## config.mk

```make
export PLATFORM = sky130hd
export DESIGN_NAME = ir_beam_door_detector
export DESIGN_NICKNAME = d
export VERILOG_FILES = /design/src/rtl/irbd_pkg.sv /design/src/rtl/ir_beam_door_detector.sv
export SDC_FILE = /design/constraint.sdc
export NUM_CORES = 1
export LEC_CHECK = 0
export BUFFER_PORTS_ARGS = -buffer_cell sky130_fd_sc_hd__buf_2
export CAP_MARGIN = 40
export CORE_MARGIN = 5
export CORE_UTILIZATION = 63
export DETAILED_ROUTE_END_ITERATION = 7
export GPL_ROUTABILITY_DRIVEN = 0
export PLACE_DENSITY_LB_ADDON = 0.12
export SYNTH_ARGS = -nofsm -noshare
export SYNTH_HDL_FRONTEND = slang
export SYNTH_SLANG_ARGS = --single-unit
export TNS_END_PERCENT = 5
```

## constraint.sdc

```tcl
create_clock -name i_clk -period 5.85 [get_ports i_clk]
set_input_delay 0.585 -clock i_clk [delete_from_list [all_inputs] [get_ports i_clk]]
set_output_delay 0.585 -clock i_clk [all_outputs]
set_load 0.05 [all_outputs]
```

## src/rtl/irbd_pkg.sv

```systemverilog
`timescale 1ns / 1ps
// ----------------------------------------------------------------------------
// irbd_pkg
// Shared types and constants for the pulsed IR beam door detector.
// ----------------------------------------------------------------------------
package irbd_pkg;

    localparam int CHANNELS      = 8;
    localparam int COUNT_WIDTH   = 10;
    localparam int CH_W          = 3;
    localparam int ADDR_W        = $clog2(CHANNELS);
    localparam int ACT_W         = 4;
    localparam int CFG_W         = 10;
    localparam int SETTLE_TICKS  = 5;
    localparam int QUALIFY_COUNT = 2;

    // configuration register indexes
    localparam logic REG_DELAY  = 1'b0;
    localparam logic REG_ACTIVE = 1'b1;

    localparam logic [CFG_W-1:0] DELAY_RESET  = CFG_W'(20);
    localparam logic [ACT_W-1:0] ACTIVE_RESET = ACT_W'(1);

    typedef struct packed {
        logic                   tx_on;
        logic [COUNT_WIDTH-1:0] off_count;
        logic [COUNT_WIDTH-1:0] on_count;
        logic [COUNT_WIDTH-1:0] intf_count;
        logic [1:0]             confirm_count;
        logic [1:0]             miss_count;
        logic                   beam_status;
    } t_rec;

endpackage

```

## src/rtl/ir_beam_door_detector.sv

```systemverilog
`timescale 1ns / 1ps
// ----------------------------------------------------------------------------
// ir_beam_door_detector
// Per-channel pulsed IR door sensor; channel records kept in one RAM.
// ----------------------------------------------------------------------------
// Usage:
//  - Input channel (i_in_valid / o_in_stall) carries one tick for one sensor
//    channel: channel index and receiver pin level (0 = beam seen).
//  - Output channel (o_out_valid / i_out_stall) returns one result per tick:
//    echoed channel, transmitter drive after the tick and detected status.
//  - Config: i_cfg_we with i_cfg_index / i_cfg_data, written while idle.
//    Index 0 is the on/off period, index 1 the number of active channels.
//  - A tick passes the update stage and the result register to the output port.
//    One tick per cycle is sustained unless the output stalls; the record
//    RAM is read on accept and written back from the update stage, with the
//    write-back record forwarded when consecutive ticks hit the same channel.
//  - Reset clears all channel records (per-entry valid bits, no sweep),
//    sets the period to 20 and the active channel count to 1.
//  - When the receiver stalls, the result register holds; a stalled result
//    with a pending tick in the update stage stalls the input side.
// ----------------------------------------------------------------------------
module ir_beam_door_detector
    import irbd_pkg::*;
(
    input  logic             i_clk,
    input  logic             i_rst_n,
    input  logic             i_in_valid,
    output logic             o_in_stall,
    input  logic [CH_W-1:0]  i_channel,
    input  logic             i_rx_level,
    output logic             o_out_valid,
    input  logic             i_out_stall,
    output logic [CH_W-1:0]  o_out_channel,
    output logic             o_tx_level,
    output logic             o_detected,
    input  logic             i_cfg_we,
    input  logic             i_cfg_index,
    input  logic [CFG_W-1:0] i_cfg_data
);

    t_rec                  r_mem [CHANNELS];
    logic [CHANNELS-1:0]   r_vld;
    t_rec                  r_rd_rec;
    logic                  r_rd_ok;

    logic [CFG_W-1:0]      r_delay;
    logic [ACT_W-1:0]      r_active;

    logic                  r_s1_valid;
    logic [CH_W-1:0]       r_s1_ch;
    logic                  r_s1_beam;
    logic                  r_fwd;
    t_rec                  r_wr_rec;

    logic                  r_out_valid;
    logic [CH_W-1:0]       r_out_ch;
    logic                  r_out_tx;
    logic                  r_out_det;

    logic                  in_acc;
    logic                  s1_fire;
    logic                  s1_wen;
    logic                  s1_in_range;
    logic                  s1_active;
    logic [ACT_W-1:0]      act_lim;
    logic [COUNT_WIDTH-1:0] period;
    t_rec                  cur;
    t_rec                  n_rec;

    assign s1_fire = r_s1_valid && (!r_out_valid || !i_out_stall);
    assign in_acc  = i_in_valid && !o_in_stall;
    assign o_in_stall = r_s1_valid && !s1_fire;

    assign act_lim = (r_active > ACT_W'(CHANNELS)) ? ACT_W'(CHANNELS) : r_active;
    assign period  = (r_delay > CFG_W'((1 << COUNT_WIDTH) - 1))
                   ? COUNT_WIDTH'((1 << COUNT_WIDTH) - 1) : COUNT_WIDTH'(r_delay);

    assign s1_in_range = ({1'b0, r_s1_ch} < (CH_W+1)'(CHANNELS));
    assign s1_active   = s1_in_range && (ACT_W'(r_s1_ch) < act_lim);
    assign s1_wen      = s1_fire && s1_active;

    // freshest copy of the record: last write-back, RAM data, or reset value
    always_comb begin
        if (r_fwd) begin
            cur = r_wr_rec;
        end else if (r_rd_ok) begin
            cur = r_rd_rec;
        end else begin
            cur = '0;
        end
    end

    always_comb begin
        n_rec = cur;
        if (!cur.tx_on) begin
            n_rec.on_count = '0;
            if (cur.off_count < period) begin
                n_rec.off_count = cur.off_count + 1'b1;
                if (r_s1_beam) begin
                    // limit is period - SETTLE_TICKS; for short periods the count never rises
                    if (({1'b0, cur.intf_count} + (COUNT_WIDTH+1)'(SETTLE_TICKS))
                            < {1'b0, period}) begin
                        n_rec.intf_count = cur.intf_count + 1'b1;
                    end else begin
                        n_rec.confirm_count = '0;
                    end
                end
            end else begin
                n_rec.tx_on = 1'b1;
            end
        end else begin
            n_rec.off_count = '0;
            if (cur.on_count < period) begin
                n_rec.on_count = cur.on_count + 1'b1;
            end else begin
                if (r_s1_beam && (cur.intf_count == '0)) begin
                    if (cur.on_count > COUNT_WIDTH'(SETTLE_TICKS)) begin
                        if (cur.confirm_count < 2'(QUALIFY_COUNT)) begin
                            n_rec.confirm_count = cur.confirm_count + 1'b1;
                        end else begin
                            n_rec.beam_status = 1'b1;
                        end
                    end
                    n_rec.miss_count = '0;
                end else begin
                    n_rec.confirm_count = '0;
                    if (cur.on_count > COUNT_WIDTH'(SETTLE_TICKS)) begin
                        if (cur.miss_count < 2'(QUALIFY_COUNT)) begin
                            n_rec.miss_count = cur.miss_count + 1'b1;
                        end else begin
                            n_rec.intf_count  = '0;
                            n_rec.beam_status = 1'b0;
                        end
                    end
                end
                n_rec.tx_on = 1'b0;
            end
        end
    end

    // record RAM: read on accept, write back from the update stage
    always_ff @(posedge i_clk) begin
        if (in_acc) begin
            r_rd_rec <= r_mem[i_channel[ADDR_W-1:0]];
        end
        if (s1_wen) begin
            r_mem[r_s1_ch[ADDR_W-1:0]] <= n_rec;
        end
    end

    always_ff @(posedge i_clk) begin
        if (!i_rst_n) begin
            r_vld <= '0;
        end else if (s1_wen) begin
            r_vld[r_s1_ch[ADDR_W-1:0]] <= 1'b1;
        end
    end

    always_ff @(posedge i_clk) begin
        if (!i_rst_n) begin
            r_delay  <= DELAY_RESET;
            r_active <= ACTIVE_RESET;
        end else if (i_cfg_we) begin
            unique case (i_cfg_index)
                REG_DELAY:  r_delay  <= i_cfg_data;
                REG_ACTIVE: r_active <= i_cfg_data[ACT_W-1:0];
                default:    ;
            endcase
        end
    end

    always_ff @(posedge i_clk) begin
        if (!i_rst_n) begin
            r_s1_valid <= 1'b0;
            r_fwd      <= 1'b0;
        end else begin
            if (in_acc) begin
                r_s1_valid <= 1'b1;
                // RAM read misses the write landing on this same edge
                r_fwd      <= s1_wen && (r_s1_ch == i_channel);
            end else if (s1_fire) begin
                r_s1_valid <= 1'b0;
            end
        end
    end

    always_ff @(posedge i_clk) begin
        if (in_acc) begin
            r_s1_ch   <= i_channel;
            r_s1_beam <= !i_rx_level;
            r_rd_ok   <= r_vld[i_channel[ADDR_W-1:0]];
        end
        if (s1_wen) begin
            r_wr_rec <= n_rec;
        end
    end

    always_ff @(posedge i_clk) begin
        if (!i_rst_n) begin
            r_out_valid <= 1'b0;
        end else if (s1_fire) begin
            r_out_valid <= 1'b1;
        end else if (!i_out_stall) begin
            r_out_valid <= 1'b0;
        end
    end

    always_ff @(posedge i_clk) begin
        if (s1_fire) begin
            r_out_ch <= r_s1_ch;
            if (!s1_in_range) begin
                r_out_tx  <= 1'b0;
                r_out_det <= 1'b0;
            end else if (s1_active) begin
                r_out_tx  <= n_rec.tx_on;
                r_out_det <= n_rec.beam_status;
            end else begin
                r_out_tx  <= cur.tx_on;
                r_out_det <= cur.beam_status;
            end
        end
    end

    assign o_out_valid   = r_out_valid;
    assign o_out_channel = r_out_ch;
    assign o_tx_level    = r_out_tx;
    assign o_detected    = r_out_det;

endmodule

```

==> impl_metrics.py, run 1 <==
metrics = {
    "outcome": {
        "status": "finished, final reports clean",
    },
    "global_route": {
        "grt_pass1_wl_um": 51300,
        "grt_pass1_vias": 8768,
        "track_usage_pct": 23.1,
        "grt_max_degree": 43,
        "antenna_found_initial": 0,
        "grt-ovfl-total": 0,
    },
    "timing": {
        "relSlewSlack_pct": 36.3,
        "fin_crit_ps": 4770,
        "rsz0062_at_grt": "false",
        "period_share_pct": 81.6,
        "setup_tns_ps": 0,
        "finClkSkew_ps": 18.0,
        "slew_viol_final": 0,
        "max_freq_mhz": 210,
        "worst_pin_slew_ps": 948,
        "setup_viol": 0,
        "finalHoldViolCount": 0,
    },
    "hold_path": {
        "hold_class": "input pin to flip-flop",
        "worstHoldStart": "i_in_valid",
    },
    "placed_design": {
        "dp_hpwl_um": 21100,
        "place_inst": 1289,
        "port_buffers": 26,
    },
    "die": {
        "coreArea_um2": 26000,
        "std_cell_rows": 59,
        "die-area_um2": 29600,
        "die_w_um": 172,
        "die_y_um": 172,
        "start_util_pct": 63.7,
        "num_io_pins": 27,
    },
    "synth": {
        "synthDistinctLibCells": 66,
        "syn_nets": 996,
        "ys_warn_count": 0,
        "synth-async-reset-ratio_pct": 0,
        "ys_seq_area_share_pct": 70.2,
        "synth_edf_count": 370,
        "synth-seq-cells": 395,
        "syn-cell-area_um2": 16600,
        "synthCells": 946,
        "synth.avg_cell_area_um2": 17.5,
        "synth-main-ff-cell": "edfxtp_1",
    },
    "drt": {
        "route.met2.wl_um": 16400,
        "viasPerCell": 6.45,
        "met3_length_um": 2330,
        "antenna_left": 0,
        "drt_first_iter_violations": 991,
        "wl_per_cell_um": 24.7,
        "drt-total-wl_um": 33600,
        "top_layer": "met4",
        "num_vias": 8796,
        "first_pass_iters": 5,
        "drcViolationCount": 0,
        "m1WireLength_um": 14200,
    },
    "power_and_ir_drop": {
        "vdd_drop_max_mv": 0.302,
        "swShare_pct": 20.8,
        "p_sw_uw": 1280,
        "pwr-share-comb_pct": 6.3,
        "seq_power_share_pct": 51.9,
        "power.density_nw_per_um2": 331,
        "intPower_uw": 4860,
        "p_leak_uw": 0.00622,
        "clockPowerShare_pct": 41.8,
    },
    "clocking": {
        "numCtsBuffers": 40,
        "ctsResizeCount": 0,
        "clockBufferDepth": 3,
        "cts.sink_count": 395,
        "cts_setup_buffers": 0,
        "clk_latency_ps": 530,
        "cts_root_buf": "clkbuf_16",
        "cts_tree": "built",
        "clk_pin_slew_worst_paths_ps": 60,
        "cts_hold_buf": 0,
        "cts_max_level": 2,
    },
    "setup_path": {
        "cp_num_buf_inv": 2,
        "crit_arrival_ps": 5000,
        "crit_top_cell": "a21o_1",
        "slowest_delay_ps": 600,
        "crit_chain": "nor2b_4 -> buf_4 -> a22oi_1 -> inv_1 -> ha_1 -> a21o_1 -> a21o_1 -> a221o_1 -> a41oi_2 -> nand3_2 -> or3_1 -> nor3_1 -> mux2i_1",
        "worstSetupPathType": "flip-flop to flip-flop",
        "endpoint_kind": "flip-flop",
        "rr_startpoint": "r_rd_ok",
        "worstSetupStartpoint": "r_rd_ok",
        "cp_slowest_cell": "mux2i_1",
        "cp-start-kind": "flip-flop",
        "crit_family": "simple AND/OR/NAND/NOR gates",
        "crit_fanout": 30,
        "required_ps": 6080,
    },
    "run": {
        "drv_cap": 0,
    },
    "finish": {
        "n_antenna_cell": 0,
        "drive_gt1_share_pct": 23.3,
        "layout.cells.non_filler": 1363,
        "area_delta_synth_final_pct": 12.0,
        "nNetsFinal": 1047,
    },
}
[state kept, by name, summed over array words and instances (netlist names)]
signal and count:
o_detected 1, r_fwd 1, o_out_channel 3, r_wr_rec 36, r_delay 10, r_rd_ok 1, r_mem 288, r_s1_beam 1
o_tx_level 1, r_s1_ch 3, r_rd_rec 36, r_s1_valid 1, r_active 4, o_out_valid 1, r_vld 8
[cells in the mapped netlist (4+ instances only)]
master,number,share of area (%)
ha_1,30,2.3
nand4_1,6,0.23
nor3_1,8,0.24
mux4_2,74,10
and3_1,4,0.15
and2_1,5,0.19
o21a_1,11,0.50
nor2_1,46,1.0
o21ai_0,12,0.36
edfxtp_1,370,67
mux2_2,39,2.7
clkbuf_1,23,0.52
o211ai_1,9,0.41
nand2_1,54,1.2
o31ai_1,4,0.18
xor2_1,8,0.42
a22oi_1,15,0.68
nor2b_1,6,0.23
xnor2_1,16,0.85
inv_1,22,0.50
mux2i_1,6,0.36
nand3_1,17,0.51
a21boi_0,13,0.59
buf_6,5,0.34
a22o_1,17,0.90
nor4_1,4,0.15
nand2b_1,9,0.34
a21o_1,7,0.32
buf_1,10,0.23
a31oi_1,4,0.15
or3_1,5,0.19
a211oi_1,4,0.18
dfxtp_1,25,3.0
a21oi_1,12,0.36
[layer usage]
| metal | track usage [%] | vias to the layer above |
|---|---|---|
| li1 | - | 3904 |
| met1 | 34.4 | 4506 |
| met2 | 37.1 | 323 |
| met3 | 3.75 | 63 |
| met4 | 5.33 | 0 |
| met5 | 0 | - |
[logic make-up after synthesis]
group	share of synthesized area, %
buf+inv	1.65
mux	13.1
simple gates	5.70
fa+ha+maj	2.27
flops	70.2
compound gates	5.87
xor+xnor	1.27
[worst reg2reg max path, stage by stage (launching register included)]
cell and delay [ps]:
edfxtp_1 570, nor2b_4 240, buf_4 340, a22oi_1 160, inv_1 120, ha_1 240
a21o_1 160, a21o_1 170, a221o_1 300, a41oi_2 490, nand3_2 310, or3_1 470
nor3_1 300, mux2i_1 600
[stage by stage]
step	worst slack (ps)	util (%)	hold slack [ps]	instance area (µm²)	total power [µW]
finish	1080	71.4	303	18500	6140
global route	782	71.4	292	18500	6350
detailed placement	1200	66.2	457	17200	3630
CTS	1110	71.3	289	18500	6190
floorplan	424	-	435	16600	3520
global placement	1240	65.8	442	17100	3610
[cell usage in the layout, fill, tap and decap left out, types with 5 or more instances in the layout]
cell type,netlist,routed
nand3_1,17,17
xnor2_1,16,16
clkinv_2,0,6
dfxtp_1,25,24
nor3_1,8,6
mux2i_1,6,6
o211ai_1,9,9
nor2_4,0,6
a21boi_0,13,13
o21ai_0,12,12
nand2b_1,9,9
a21oi_1,12,12
clkbuf_1,23,9
buf_4,0,17
nor2_1,46,40
a22o_1,17,17
buf_2,2,27
clkbuf_16,0,42
clkinv_1,0,6
a21o_1,7,7
nor2b_1,6,6
o21a_1,11,11
mux2_2,39,39
nand4_1,6,6
ha_1,30,30
or3_1,5,5
xor2_1,8,8
inv_1,22,21
bufinv_16,0,5
a22oi_1,15,15
nand2_1,54,54
edfxtp_1,370,370
mux4_2,74,74
[final timing paths]
path | endpoint | slack, ps | cells after the start
worst min register to register | r_vld[0] | 470 | 1
worst max register to register | r_mem[7][12] | 1080 | 13
worst max-delay path | r_mem[7][12] | 1080 | 13
worst min-delay path | r_s1_valid | 300 | 2
[power by group through the flow]
stage,registers [µW],logic (µW),clock network [µW]
floorplan,3240,274,0
global placement,3240,366,0
detailed placement,3250,388,0
CTS,3190,390,2610
global route,3190,423,2740
finish,3190,388,2570
[cell type report]
cell class                 count  area, µm²
inverter                      22       82.6
sequential                   395      11600
clock inverter                21        238
tap                          335        419
timing repair buffer          49        369
fill                        1606       7440
multi-input combinational    489       4720
clock buffer                  52       1100
Power figures use the tool's default switching activity.
==> inputs of run 2 (changes only) <==
--- a/config.mk
+++ b/config.mk
@@ -8,7 +8,7 @@
 export BUFFER_PORTS_ARGS = -buffer_cell sky130_fd_sc_hd__buf_2
 export CAP_MARGIN = 40
 export CORE_MARGIN = 5
-export CORE_UTILIZATION = 63
+export CORE_UTILIZATION = 57
 export DETAILED_ROUTE_END_ITERATION = 7
 export GPL_ROUTABILITY_DRIVEN = 0
 export PLACE_DENSITY_LB_ADDON = 0.12
==> constraint.sdc (replaced) <==
create_clock -name i_clk -period 3.96 [get_ports i_clk]
set_input_delay 0.396 -clock i_clk [delete_from_list [all_inputs] [get_ports i_clk]]
set_output_delay 0.396 -clock i_clk [all_outputs]
set_load 0.05 [all_outputs]
==> impl_metrics.py, run 2 (synthesis gave the netlist of run 1 again) <==
metrics = {
    "power_and_ir_drop": {
        "clockPowerShare_pct": 40.1,
        "vdd_drop_max_mv": 0.363,
        "pwr-share-comb_pct": 7.1,
        "p_sw_uw": 1900,
        "power.density_nw_per_um2": 469,
        "power_uw": 8910,
        "seq_power_share_pct": 52.8,
        "swShare_pct": 21.3,
        "intPower_uw": 7020,
        "p_leak_uw": 0.00646,
    },
    "run": {
        "drv_cap": 0,
    },
    "timing": {
        "finalHoldViolCount": 0,
        "setup_viol": 0,
        "period_share_pct": 96.6,
        "hold_slack_ps": 113,
        "worst_pin_slew_ps": 907,
        "slew_viol_final": 0,
        "max_freq_mhz": 261,
        "relSlewSlack_pct": 39.6,
        "fin_crit_ps": 3820,
        "finClkSkew_ps": 19.5,
        "rsz0062_at_grt": "true",
    },
    "drt": {
        "wl_per_cell_um": 24.0,
        "viasPerCell": 6.14,
        "first_pass_iters": 5,
        "antenna_left": 0,
        "drt-total-wl_um": 35000,
        "num_vias": 8942,
        "drcViolationCount": 0,
        "drt_first_iter_violations": 612,
    },
    "finish": {
        "mostFrequentLayoutCells": "edfxtp_1 (370), mux4_2 (74), buf_4 (65)",
        "mostFrequentLayoutCell": "edfxtp_1",
        "area_delta_synth_final_pct": 14.9,
        "drive_gt1_share_pct": 28.1,
        "nNetsFinal": 1097,
        "largest_reg_flops": 288,
        "n_antenna_cell": 0,
    },
    "die": {
        "std_cell_rows": 62,
        "coreArea_um2": 28700,
        "die-area_um2": 32500,
        "die_y_um": 180,
        "num_io_pins": 27,
        "start_util_pct": 57.7,
        "die_w_um": 180,
    },
    "clocking": {
        "clockBufferDepth": 3,
        "cts_hold_buf": 0,
        "cts_root_buf": "clkbuf_16",
        "clk_pin_slew_worst_paths_ps": 60,
        "numCtsBuffers": 40,
        "cts_tree": "built",
        "cts.sink_count": 395,
        "clk_latency_ps": 540,
        "cts_max_level": 2,
    },
    "setup_path": {
        "slowest_delay_ps": 450,
        "required_ps": 4220,
        "crit_arrival_ps": 4090,
        "r2r_slack_ps": 140,
        "cp_slowest_cell": "a2111o_1",
        "worstSetupPathType": "flip-flop to flip-flop",
        "endpoint_kind": "flip-flop",
        "cp_num_buf_inv": 5,
        "crit_fanout": 17,
        "cp-start-kind": "flip-flop",
        "crit_family": "compound AO/OA/AOI/OAI gates",
        "crit_top_cell": "buf_4",
        "crit_chain": "buf_4 -> buf_4 -> a22oi_1 -> inv_1 -> ha_1 -> o211ai_1 -> a31oi_1 -> nor3b_1 -> a2111o_1 -> a21oi_1 -> nand4_2 -> buf_4 -> o311ai_4 -> o41ai_2 -> buf_2",
    },
    "hold_path": {
        "hold_class": "input pin to flip-flop",
    },
    "global_route": {
        "use_met2_pct": 35.3,
        "track_usage_pct": 21.4,
        "grt_pass1_wl_um": 53900,
        "grt-ovfl-total": 0,
        "grtUsageMet1_pct": 30.8,
        "grt_max_degree": 43,
        "antenna_found_initial": 0,
        "gr-usage-met3_pct": 3.41,
        "grt_pass1_vias": 9146,
        "grt-busiest-layer": "met2",
    },
    "placed_design": {
        "dp_hpwl_um": 21200,
        "port_buffers": 26,
    },
    "outcome": {
        "status": "finished, final reports clean",
    },
}
-- run 2: changes by cell type in the layout (fill, tap and decap cells not counted), moves of 3 or more --
cell	previous run	this run
mux2i_4	0	3
mux2i_1	6	2
buf_12	2	6
buf_4	17	65
-- run 2: stage by stage --
| stage | util (%) | cells | cell area, µm² | TNS (ps) | worst slack (ps) |
|---|---|---|---|---|---|
| 6_report | 66.3 | 1456 | 19000 | 0 | 136 |
| 5_1_grt | 66.3 | 1456 | 19000 | -1490 | -74.2 |
| 4_1_cts | 65.8 | 1451 | 18900 | -372 | -43.4 |
| 3_5_place_dp | 61.4 | 1384 | 17600 | -7830 | -226 |
| 3_3_place_gp | 61.3 | 1380 | 17600 | -3310 | -175 |
| 2_1_floorplan | - | 946 | 16600 | -140480 | -473 |
-- run 2: power groups by stage --
stage,Clock [µW],Combinational (µW),Sequential [µW]
6_report,3570,635,4710
5_1_grt,3840,691,4710
4_1_cts,3660,625,4700
3_5_place_dp,0,618,4790
3_3_place_gp,0,604,4790
2_1_floorplan,0,406,4790
-- run 2: worst paths after layout --
kind / start / cells past startpoint / to
worst max-delay path: r_fwd / 15 / r_mem[1][9]
worst min-delay path: i_cfg_data[2] / 3 / r_delay[2]
worst max register to register: r_fwd / 15 / r_mem[1][9]
worst min register to register: r_delay[7] / 2 / r_delay[7]
-- run 2: tightest hold or removal path, stage by stage --
cell	delay [ps]
buf_2	90
nand2_1	50
o211ai_1	80
-- run 2: area by class of cell --
cell class                      count  area, µm²
Clock buffer                       50       1060
Clock inverter                     17        169
Fill cell                        1946       9680
Inverter                           22       82.6
Multi-Input combinational cell    490       4870
Sequential cell                   395      11600
Tap cell                          384        480
Timing Repair Buffer               98        743
-- run 2: metal layers --
metal	part of all wire (%)	vias up
met2	49	302
met1	43	4594
li1	-	3993
met3	6.1	53
met4	1.9	0
met5	0	-
-- run 2: timing repair --
action                     in CTS  in global routing
cloned                          0                  1
buffers inserted                0                  4
setup endpoints to repair      63                187
pin swaps                       0                  2
resized for setup               8                 15
